--- src/rtl/hstl_pkg.sv ---
package hstl_pkg;

	localparam int SERIES    = 64;
	localparam int POINTS    = 256;
	localparam int MEM_DEPTH = SERIES * POINTS;
	localparam int ADDR_W    = $clog2(MEM_DEPTH);
	localparam int SER_W     = (SERIES > 1) ? $clog2(SERIES) : 1;
	localparam int IDX_W     = $clog2(POINTS);
	localparam int LEN_W     = $clog2(POINTS + 1);
	localparam int HINT_W    = 8;
	localparam int CMP_W     = ((LEN_W > HINT_W) ? LEN_W : HINT_W) + 2;
	localparam int STEP_W    = 5;

	typedef enum logic [1:0] {
		ACT_CLEAR,
		ACT_APPEND,
		ACT_QUERY,
		ACT_NONE
	} act_t;

	typedef enum logic [1:0] {
		ST_OK,
		ST_EMPTY,
		ST_FULL,
		ST_ORDER
	} st_t;

	// datapath operation of a microstep
	typedef enum logic [3:0] {
		OP_NONE,
		OP_ACCEPT,
		OP_LOADLEN,
		OP_MISC,
		OP_FULL,
		OP_ORDER,
		OP_EMPTY,
		OP_WRITE,
		OP_DATA,
		OP_EMIT
	} op_t;

	// jump condition
	typedef enum logic [3:0] {
		J_NEVER,
		J_ALWAYS,
		J_NOREQ,
		J_MISC,
		J_QUERY,
		J_FULL,
		J_ORDER,
		J_EMPTY,
		J_HIT0,
		J_HIT1,
		J_FIRST,
		J_SMORE,
		J_OUTBUSY
	} jmp_t;

	// point memory read index source
	typedef enum logic [2:0] {
		A_HINT,
		A_HINT1,
		A_HINT2,
		A_ZERO,
		A_MID,
		A_POS,
		A_LENM1
	} adr_t;

	// position register source
	typedef enum logic [2:0] {
		P_KEEP,
		P_HINT,
		P_HINT1,
		P_ZERO,
		P_LOM1
	} psel_t;

	// search bounds control
	typedef enum logic [1:0] {
		SR_HOLD,
		SR_INIT,
		SR_STEP
	} sr_t;

	typedef struct packed {
		op_t               op;
		jmp_t              jmp;
		adr_t              adr;
		psel_t             psel;
		sr_t               sr;
		logic              flag_ld;
		logic              last;
		logic [STEP_W-1:0] tgt;
	} ucode_t;

	typedef struct packed {
		logic noreq;
		logic misc;
		logic query;
		logic full;
		logic order;
		logic empty;
		logic hit0;
		logic hit1;
		logic first;
		logic smore;
		logic outbusy;
	} flags_t;

	localparam logic [STEP_W-1:0] S_IDLE  = 5'd0;
	localparam logic [STEP_W-1:0] S_LEN   = 5'd1;
	localparam logic [STEP_W-1:0] S_DISP  = 5'd2;
	localparam logic [STEP_W-1:0] S_APP0  = 5'd3;
	localparam logic [STEP_W-1:0] S_APP1  = 5'd4;
	localparam logic [STEP_W-1:0] S_APP2  = 5'd5;
	localparam logic [STEP_W-1:0] S_Q0    = 5'd6;
	localparam logic [STEP_W-1:0] S_Q1    = 5'd7;
	localparam logic [STEP_W-1:0] S_Q2    = 5'd8;
	localparam logic [STEP_W-1:0] S_Q3    = 5'd9;
	localparam logic [STEP_W-1:0] S_Q4    = 5'd10;
	localparam logic [STEP_W-1:0] S_SRCH  = 5'd11;
	localparam logic [STEP_W-1:0] S_DATA  = 5'd12;
	localparam logic [STEP_W-1:0] S_DRES  = 5'd13;
	localparam logic [STEP_W-1:0] S_MISC  = 5'd14;
	localparam logic [STEP_W-1:0] S_FULLR = 5'd15;
	localparam logic [STEP_W-1:0] S_ORDR  = 5'd16;
	localparam logic [STEP_W-1:0] S_EMPTR = 5'd17;
	localparam logic [STEP_W-1:0] S_OUT   = 5'd18;

	function automatic ucode_t uw(input op_t op, input jmp_t jmp, input adr_t adr,
			input psel_t psel, input sr_t sr, input logic flag_ld, input logic last,
			input logic [STEP_W-1:0] tgt);
		ucode_t w;
		w.op      = op;
		w.jmp     = jmp;
		w.adr     = adr;
		w.psel    = psel;
		w.sr      = sr;
		w.flag_ld = flag_ld;
		w.last    = last;
		w.tgt     = tgt;
		return w;
	endfunction

	// control store
	function automatic ucode_t ucode_rom(input logic [STEP_W-1:0] pc);
		ucode_t w;
		case (pc)
			S_IDLE:  w = uw(OP_ACCEPT,  J_NOREQ,   A_ZERO,  P_KEEP,  SR_HOLD, 1'b0, 1'b0, S_IDLE);
			S_LEN:   w = uw(OP_LOADLEN, J_MISC,    A_ZERO,  P_KEEP,  SR_HOLD, 1'b0, 1'b0, S_MISC);
			S_DISP:  w = uw(OP_NONE,    J_QUERY,   A_ZERO,  P_KEEP,  SR_HOLD, 1'b0, 1'b0, S_Q0);
			S_APP0:  w = uw(OP_NONE,    J_FULL,    A_LENM1, P_KEEP,  SR_HOLD, 1'b0, 1'b0, S_FULLR);
			S_APP1:  w = uw(OP_NONE,    J_ORDER,   A_ZERO,  P_KEEP,  SR_HOLD, 1'b0, 1'b0, S_ORDR);
			S_APP2:  w = uw(OP_WRITE,   J_ALWAYS,  A_ZERO,  P_KEEP,  SR_HOLD, 1'b0, 1'b0, S_OUT);
			S_Q0:    w = uw(OP_NONE,    J_EMPTY,   A_HINT,  P_KEEP,  SR_HOLD, 1'b0, 1'b0, S_EMPTR);
			S_Q1:    w = uw(OP_NONE,    J_NEVER,   A_HINT1, P_KEEP,  SR_HOLD, 1'b1, 1'b0, S_IDLE);
			S_Q2:    w = uw(OP_NONE,    J_HIT0,    A_HINT2, P_HINT,  SR_HOLD, 1'b1, 1'b0, S_DATA);
			S_Q3:    w = uw(OP_NONE,    J_HIT1,    A_ZERO,  P_HINT1, SR_HOLD, 1'b0, 1'b0, S_DATA);
			S_Q4:    w = uw(OP_NONE,    J_FIRST,   A_MID,   P_ZERO,  SR_INIT, 1'b0, 1'b0, S_DATA);
			S_SRCH:  w = uw(OP_NONE,    J_SMORE,   A_MID,   P_LOM1,  SR_STEP, 1'b0, 1'b0, S_SRCH);
			S_DATA:  w = uw(OP_NONE,    J_NEVER,   A_POS,   P_KEEP,  SR_HOLD, 1'b0, 1'b0, S_IDLE);
			S_DRES:  w = uw(OP_DATA,    J_ALWAYS,  A_ZERO,  P_KEEP,  SR_HOLD, 1'b0, 1'b0, S_OUT);
			S_MISC:  w = uw(OP_MISC,    J_ALWAYS,  A_ZERO,  P_KEEP,  SR_HOLD, 1'b0, 1'b0, S_OUT);
			S_FULLR: w = uw(OP_FULL,    J_ALWAYS,  A_ZERO,  P_KEEP,  SR_HOLD, 1'b0, 1'b0, S_OUT);
			S_ORDR:  w = uw(OP_ORDER,   J_ALWAYS,  A_ZERO,  P_KEEP,  SR_HOLD, 1'b0, 1'b0, S_OUT);
			S_EMPTR: w = uw(OP_EMPTY,   J_NEVER,   A_ZERO,  P_KEEP,  SR_HOLD, 1'b0, 1'b0, S_IDLE);
			S_OUT:   w = uw(OP_EMIT,    J_OUTBUSY, A_ZERO,  P_KEEP,  SR_HOLD, 1'b0, 1'b1, S_OUT);
			default: w = uw(OP_NONE,    J_NEVER,   A_ZERO,  P_KEEP,  SR_HOLD, 1'b0, 1'b1, S_IDLE);
		endcase
		return w;
	endfunction

endpackage

--- src/rtl/hstl_seq.sv ---
module hstl_seq (
	input  logic            clk,
	input  logic            arst_n,
	input  hstl_pkg::flags_t flags,
	output hstl_pkg::ucode_t ctl
);
	import hstl_pkg::*;

	logic [STEP_W-1:0] pc_q;
	logic [STEP_W-1:0] pc_d;
	logic              take;

	always_ff @(posedge clk or negedge arst_n) begin
		if (!arst_n) begin
			pc_q <= S_IDLE;
		end else begin
			pc_q <= pc_d;
		end
	end

	always_comb begin
		ctl = ucode_rom(pc_q);
		case (ctl.jmp)
			J_NEVER:   take = 1'b0;
			J_ALWAYS:  take = 1'b1;
			J_NOREQ:   take = flags.noreq;
			J_MISC:    take = flags.misc;
			J_QUERY:   take = flags.query;
			J_FULL:    take = flags.full;
			J_ORDER:   take = flags.order;
			J_EMPTY:   take = flags.empty;
			J_HIT0:    take = flags.hit0;
			J_HIT1:    take = flags.hit1;
			J_FIRST:   take = flags.first;
			J_SMORE:   take = flags.smore;
			J_OUTBUSY: take = flags.outbusy;
			default:   take = 1'b0;
		endcase
		if (take) begin
			pc_d = ctl.tgt;
		end else if (ctl.last) begin
			pc_d = S_IDLE;
		end else begin
			pc_d = pc_q + STEP_W'(1);
		end
	end

endmodule

--- config.mk ---
export PLATFORM = sky130hd
export DESIGN_NAME = hstl_seq
export DESIGN_NICKNAME = d
export VERILOG_FILES = /design/src/rtl/hstl_pkg.sv /design/src/rtl/hstl_seq.sv
export SDC_FILE = /design/constraint.sdc
export NUM_CORES = 1
export LEC_CHECK = 0
export BUFFER_PORTS_ARGS = -buffer_cell sky130_fd_sc_hd__buf_2
export CAP_MARGIN = 20
export CORE_ASPECT_RATIO = 1.1
export CORE_MARGIN = 2
export CORE_UTILIZATION = 45
export DETAILED_ROUTE_END_ITERATION = 16
export GPL_ROUTABILITY_DRIVEN = 0
export PLACE_DENSITY = 0.74
export SLEW_MARGIN = 40
export SYNTH_ARGS = -nofsm -noshare
export SYNTH_HDL_FRONTEND = slang
export SYNTH_SLANG_ARGS = --single-unit
--- constraint.sdc ---
create_clock -name clk -period 2.2 [get_ports clk]
set_clock_uncertainty 0.1 [all_clocks]
set_input_delay 0.11 -clock clk [delete_from_list [all_inputs] [get_ports clk]]
set_output_delay 0.11 -clock clk [all_outputs]
set_load 0.02 [all_outputs]
==> impl_table.tex, run 1 <==
\begin{tabular}{lr}
\hline
Metric & Value \\
\hline
\multicolumn{2}{l}{\textbf{Route}} \\
\quad Post-route ant nets & 0 \\
\quad Per-cell routed wire length & 14.7 µm \\
\quad Residual DRC count & 0 \\
\quad Pre-antenna DRT Iters & 4 \\
\quad Post-Route WL & 3.31 mm \\
\quad Number of design-rule violations left by the first detailed-router iteration & 30 \\
\quad Detailed-route via count & 1214 \\
\quad Avg Vias per Cell & 5.40 \\
\multicolumn{2}{l}{\textbf{Global route}} \\
\quad Global-route congestion overflow total & 0 \\
\quad Maximum number of pins on one net before global-route repair & 20 \\
\quad Number of antenna violations at the first check in global routing & 0 \\
\quad Number of global-route vias before repair & 1098 \\
\quad Overall track demand over capacity in global routing & 25.2\% \\
\quad Global-route wire length before repair & 5.04 mm \\
\multicolumn{2}{l}{\textbf{Place}} \\
\quad HPWL after detailed placement & 2.53 mm \\
\quad Port Buffers & 35 \\
\quad Instance area at placement & 1390 µm² \\
\multicolumn{2}{l}{\textbf{Yosys}} \\
\quad Complex-gate fraction of the synthesized area & 26.9\% \\
\quad Net Count, Synth & 155 \\
\quad Most common cell in the synthesized netlist & nor2\_1 \\
\quad Avg Cell Area, Syn & 7.54 µm² \\
\quad Most instantiated cells after synthesis & 20 x nor2\_1, 17 x nand2\_1, 9 x inv\_1 \\
\quad Dominant combinational cell family by area after synthesis & simple AND/OR/NAND/NOR gates \\
\quad Seq/Total Area, Yosys & 12.4\% \\
\quad Xor/xnor cell area share of the yosys netlist & 0.867\% \\
\quad Post-Synth Simple-Gate Area & 30.1\% \\
\quad Number of enable-type register cells in the synthesized netlist & 0 \\
\quad Fraction of post-synthesis cell area in the top cell type by area & 12.4\% \\
\quad Cell type with the largest total area after synthesis & dfrtp\_1 \\
\quad Flip-flop and latch count after synthesis & 5 \\
\quad Number of warnings reported in the yosys synthesis log & 0 \\
\quad Leading register cell type out of synthesis & dfrtp\_1 \\
\quad Post-synthesis cell type count & 39 \\
\quad Cell Area, Synth & 1010 µm² \\
\quad Post-synthesis mux area share & 9.42\% \\
\quad Ranking of synthesized cells by area & dfrtp\_1 12\%, ha\_1 9.9\%, mux2\_4 7.4\%, nor2\_1 7.4\%, nand2\_1 6.3\% \\
\quad Number of cells produced by synthesis & 134 \\
\quad Async S/R FF share, synth & 100\% \\
\quad Adder-cell area share of the yosys netlist & 9.91\% \\
\multicolumn{2}{l}{\textbf{Floorplan}} \\
\quad Horizontal die dimension & 49.2 µm \\
\quad Chip Height & 53.7 µm \\
\quad Initial cell density of the core & 46.2\% \\
\quad Row count & 18 \\
\quad Std-Cell Core Area & 2180 µm² \\
\quad Number of ports placed on the die boundary & 36 \\
\quad Floorplan die area & 2640 µm² \\
\multicolumn{2}{l}{\textbf{Cells and area}} \\
\quad Max FFs per register & 5 \\
\quad Register ranked first by flip-flop count & pc\_q \\
\quad Number of diodes & 0 \\
\quad Count of filler cells inserted in the layout & 205 \\
\quad Registers with the highest flip-flop counts & pc\_q: 5 flops \\
\quad Net total in the final layout & 217 \\
\quad Total non-filler cell area in the finished layout & 1530 µm² \\
\quad Area growth, synth to finish & 51.3\% \\
\quad Area taken by flip-flops and latches & 130 µm² \\
\quad Area of the multi-input gates & 873 µm² \\
\quad Proportion of layout cells with a drive suffix above 1 & 51.8\% \\
\multicolumn{2}{l}{\textbf{Clocking}} \\
\quad Worst skew pair latency & 0.26 ns \\
\quad Number of buffers on the longest clock path & 2 \\
\quad CTS clock-pin slew for the worst setup and hold paths & 0.05 ns \\
\quad Deepest level of the CTS H-tree & 1 \\
\quad Clock sink total & 5 \\
\quad TritonCTS clock tree & yes \\
\quad Number of clock buffers inserted by TritonCTS & 3 \\
\quad Cell at the root of the clock tree & clkbuf\_4 \\
\multicolumn{2}{l}{\textbf{Critical path}} \\
\quad Kind of critical path & flop to flop \\
\quad Slowest cell on the critical path & dfrtp\_2 \\
\quad Family with the most delay on the worst path & compound AO/OA/AOI/OAI gates \\
\quad Critical path required time & 2.23 ns \\
\quad Startpoint type of the worst setup path & flop \\
\quad Max Fanout on Critical Path & 6 \\
\quad CP endpoint kind & flop \\
\quad Crit path largest cell delay & 0.46 ns \\
\quad Arrival @ worst endpoint & 2.32 ns \\
\quad Sequence of cells on the critical path & inv\_4, ha\_4, o2111ai\_4, nand2\_4, and3\_4, a311oi\_4, o211ai\_4, mux2\_4 \\
\quad Worst path buffer plus inverter count & 1 \\
\multicolumn{2}{l}{\textbf{Timing}} \\
\quad Max Clk Rate & 437 MHz \\
\quad Max-slew headroom at the worst pin & 78.3\% \\
\quad Fin worst setup slack & -0.0890 ns \\
\quad Minimum clock period after layout & 2.29 ns \\
\quad Transition time at the pin with the least slew margin & 0.323 ns \\
\quad Number of endpoints failing setup at the final stage & 5 \\
\quad Final hold violation count & 0 \\
\quad RSZ-0062 raised after global routing & yes \\
\quad Final Max Tran Viols & 0 \\
\quad Final worst path period share & 104\% \\
\multicolumn{2}{l}{\textbf{Run status}} \\
\quad Outcome & finished with violations \\
\quad Violated checks & negative setup slack \\
\multicolumn{2}{l}{\textbf{Flow run}} \\
\quad Number of maximum-capacitance violations & 0 \\
\multicolumn{2}{l}{\textbf{Hold path}} \\
\quad Worst Hold Class & input pin to asynchronous set/reset pin \\
\hline
\end{tabular}
==> worst register-to-register path: stages (launching register included) <==
cell,delay (ns)
dfrtp_2,0.46
inv_4,0.08
ha_4,0.20
o2111ai_4,0.21
nand2_4,0.10
and3_4,0.17
a311oi_4,0.31
o211ai_4,0.19
mux2_4,0.33
==> what timing repair did <==
action	CTS	global route
hold buffers	1	0
resized for setup	7	5
setup buffers	5	1
endpoints found under the setup margin	5	7
pin swaps	4	2
hold endpoints to repair	5	0
==> layout make-up <==
type	count	area share (%)
Inverter	10	2.78
Multi-Input combinational cell	109	57.2
Timing Repair Buffer	67	27.4
Clock buffer	4	1.72
Tap cell	30	2.46
Sequential cell	5	8.52
==> logic make-up after synthesis <==
kind of cell	count (synthesis)
and+or+nand+nor	61
AOI/OAI and AO/OA	32
DFF	5
buffers and inverters	20
muxes	7
xor gates and xnor gates	1
adders and majority gates	8
==> through the flow <==
| stage | setup slack [ns] | util [%] | std cells | TNS [ns] | hold slack (ns) |
|---|---|---|---|---|---|
| final | -0.0890 | 69.9 | 225 | -0.403 | 0.0877 |
| after global placement | -0.0632 | 63.7 | 214 | -0.310 | -0.174 |
| after floorplan | -0.0602 | - | 134 | -0.296 | -0.286 |
| after CTS | -0.0648 | 68.6 | 224 | -0.286 | 0.0874 |
| after detailed placement | -0.148 | 63.7 | 214 | -0.724 | -0.170 |
| after global routing | -0.144 | 69.9 | 225 | -0.744 | 0.0987 |
==> per-layer routing <==
metal	track usage, %	up-vias	wire (µm)
li1	-	587	-
met1	28.3	589	1300
met2	50.7	36	1850
met3	1.94	2	150
met4	8.57	0	18
met5	0	-	0
==> path summary, 6_finish.rpt <==
path / cells after the start / end / slack [ns] / start
min reg2reg: 3 / pc_q[3] / 0.79 / pc_q[4]
min in group clk: 4 / pc_q[2] / 0.34 / flags[6]
max in group asynchronous: 2 / pc_q[3] / 1.76 / arst_n
max reg2reg: 8 / pc_q[3] / -0.09 / pc_q[1]
max: 8 / pc_q[3] / -0.09 / pc_q[1]
min: 2 / pc_q[2] / 0.09 / arst_n
==> placed cells by master (no fill, tap or decap), types with 4 or more instances in the layout <==
master	netlist	final
buf_2	0	35
buf_4	4	31
nor2_1	20	20
nand2_1	17	17
inv_1	9	7
o21ai_0	7	7
a21oi_1	6	6
and2_1	5	5
mux2_4	5	5
ha_1	8	5
dfrtp_2	0	4
Power of run 1 is not shown: default switching activity piles up to over one toggle a cycle in this logic, so the estimate is an artifact.
==> run 2, diff against run 1 <==
--- a/config.mk
+++ b/config.mk
@@ -6,14 +6,16 @@
 export NUM_CORES = 1
 export LEC_CHECK = 0
 export BUFFER_PORTS_ARGS = -buffer_cell sky130_fd_sc_hd__buf_2
-export CAP_MARGIN = 20
+export CAP_MARGIN = 40
 export CORE_ASPECT_RATIO = 1.1
 export CORE_MARGIN = 2
 export CORE_UTILIZATION = 45
 export DETAILED_ROUTE_END_ITERATION = 16
 export GPL_ROUTABILITY_DRIVEN = 0
 export PLACE_DENSITY = 0.74
+export SETUP_SLACK_MARGIN = 0.2
 export SLEW_MARGIN = 40
 export SYNTH_ARGS = -nofsm -noshare
 export SYNTH_HDL_FRONTEND = slang
 export SYNTH_SLANG_ARGS = --single-unit
+export TNS_END_PERCENT = 10
==> impl_table.tex, run 2 (synthesis results as in run 1) <==
\begin{tabular}{lr}
\hline
Metric & Value \\
\hline
\multicolumn{2}{l}{\textbf{Run status}} \\
\quad Outcome & finished with violations \\
\quad Violated checks & negative setup slack \\
\multicolumn{2}{l}{\textbf{Route}} \\
\quad Avg Vias per Cell & 5.42 \\
\quad Post-Route WL & 3.41 mm \\
\quad Post-route ant nets & 0 \\
\quad Per-cell routed wire length & 15.2 µm \\
\quad Residual DRC count & 0 \\
\quad Detailed-route via count & 1213 \\
\quad Number of design-rule violations left by the first detailed-router iteration & 19 \\
\quad Pre-antenna DRT Iters & 4 \\
\multicolumn{2}{l}{\textbf{Timing}} \\
\quad Final Max Tran Viols & 0 \\
\quad RSZ-0062 raised after global routing & yes \\
\quad Fin worst setup slack & -0.0863 ns \\
\quad Final hold violation count & 0 \\
\quad Max-slew headroom at the worst pin & 77.9\% \\
\quad Minimum clock period after layout & 2.29 ns \\
\quad Final worst path period share & 104\% \\
\quad Transition time at the pin with the least slew margin & 0.329 ns \\
\quad Number of endpoints failing setup at the final stage & 5 \\
\quad Max Clk Rate & 437 MHz \\
\multicolumn{2}{l}{\textbf{Cells and area}} \\
\quad Number of diodes & 0 \\
\quad Most common cell after layout, fill and taps aside & buf\_2 \\
\quad Registers with the highest flip-flop counts & pc\_q: 5 flops \\
\quad Area growth, synth to finish & 56.8\% \\
\quad Net total in the final layout & 216 \\
\quad Total non-filler cell area in the finished layout & 1580 µm² \\
\quad Max FFs per register & 5 \\
\quad Proportion of layout cells with a drive suffix above 1 & 54.1\% \\
\quad Most frequent cells in the layout & 33 x buf\_2, 28 x buf\_4, 19 x nor2\_1, 17 x nand2\_1 \\
\quad Register ranked first by flip-flop count & pc\_q \\
\multicolumn{2}{l}{\textbf{Global route}} \\
\quad Overall track demand over capacity in global routing & 26.6\% \\
\quad Global-route congestion overflow total & 0 \\
\quad Number of global-route vias before repair & 1169 \\
\quad Number of antenna violations at the first check in global routing & 0 \\
\quad Global-route wire length before repair & 5.32 mm \\
\quad Maximum number of pins on one net before global-route repair & 20 \\
\multicolumn{2}{l}{\textbf{Floorplan}} \\
\quad Initial cell density of the core & 46.2\% \\
\quad Row count & 18 \\
\quad Chip Height & 53.7 µm \\
\quad Horizontal die dimension & 49.2 µm \\
\quad Std-Cell Core Area & 2180 µm² \\
\quad Floorplan die area & 2640 µm² \\
\quad Number of ports placed on the die boundary & 36 \\
\multicolumn{2}{l}{\textbf{Critical path}} \\
\quad Startpoint type of the worst setup path & flop \\
\quad Reg2Reg Depth & 8 \\
\quad Worst setup slack for register-to-register paths & -0.09 ns \\
\quad Kind of critical path & flop to flop \\
\quad Critical path required time & 2.23 ns \\
\quad CP endpoint kind & flop \\
\quad Max Fanout on Critical Path & 6 \\
\quad Arrival @ worst endpoint & 2.32 ns \\
\multicolumn{2}{l}{\textbf{Flow run}} \\
\quad Number of maximum-capacitance violations & 0 \\
\multicolumn{2}{l}{\textbf{Clocking}} \\
\quad Cell at the root of the clock tree & clkbuf\_4 \\
\quad Worst skew pair latency & 0.26 ns \\
\quad Number of clock buffers inserted by TritonCTS & 3 \\
\quad Number of buffers on the longest clock path & 2 \\
\quad Clock sink total & 5 \\
\quad Deepest level of the CTS H-tree & 1 \\
\quad TritonCTS clock tree & yes \\
\quad CTS clock-pin slew for the worst setup and hold paths & 0.05 ns \\
\multicolumn{2}{l}{\textbf{Place}} \\
\quad Port Buffers & 35 \\
\quad Instance area at placement & 1390 µm² \\
\quad HPWL after detailed placement & 2.53 mm \\
\multicolumn{2}{l}{\textbf{Hold path}} \\
\quad Worst Hold Class & input pin to asynchronous set/reset pin \\
\hline
\end{tabular}
## run 2: changes by cell type in the layout (fill, tap and decap cells not counted), sizes merged
cell / change
buf: -1
## run 2: final cells by class
class                      instances  area, µm²
fill                             195        602
inverter                          10       42.5
tap                               30       37.5
clock buffer                       4       26.3
sequential                         5        130
timing repair buffer              66        434
multi-input combinational        109        912
## run 2: worst max-delay path: stages (launching register included)
cell	delay [ns]
dfrtp_2	0.46
inv_4	0.08
ha_4	0.20
o2111ai_4	0.21
nand2_4	0.10
and3_4	0.17
a311oi_4	0.31
o211ai_4	0.19
mux2_4	0.33
## run 2: final timing paths
path                          start       to
setup / recovery            pc_q[1]  pc_q[3]
hold / removal               arst_n  pc_q[2]
setup reg to reg            pc_q[1]  pc_q[3]
hold reg to reg             pc_q[4]  pc_q[3]
max in group asynchronous    arst_n  pc_q[3]
min in group clk           flags[6]  pc_q[2]
## run 2: through the flow
step           utilization (%)  hold WS, ns  TNS, ns  instances  setup slack (ns)
3_3_place_gp              63.7       -0.174   -0.310        214           -0.0632
3_5_place_dp              63.7       -0.170   -0.724        214            -0.148
2_1_floorplan                -       -0.286   -0.296        134           -0.0602
5_1_grt                   72.5        0.101   -0.730        224            -0.151
4_1_cts                   70.3       0.0874   -0.286        224           -0.0648
6_report                  72.5       0.0834   -0.383        224           -0.0863
## run 2: what timing repair did
action                                  4_1_cts  5_1_grt
setup buffers                                 5        0
hold buffers                                  1        0
endpoints found under the setup margin       11       15
gates resized for setup                      15       14
hold endpoints to repair                      5        0
pin swaps                                     4        4
## run 2: per-layer routing
metal  routed length [µm]  GRT usage (%)  vias to the layer above
met5                    0              0                        -
met4                   18           10.0                        0
met3                  127           3.33                        2
met2                 1930           54.7                       37
met1                 1330           27.6                      587
li1                     -              -                      587
Power of run 2 is left out for the same reason.
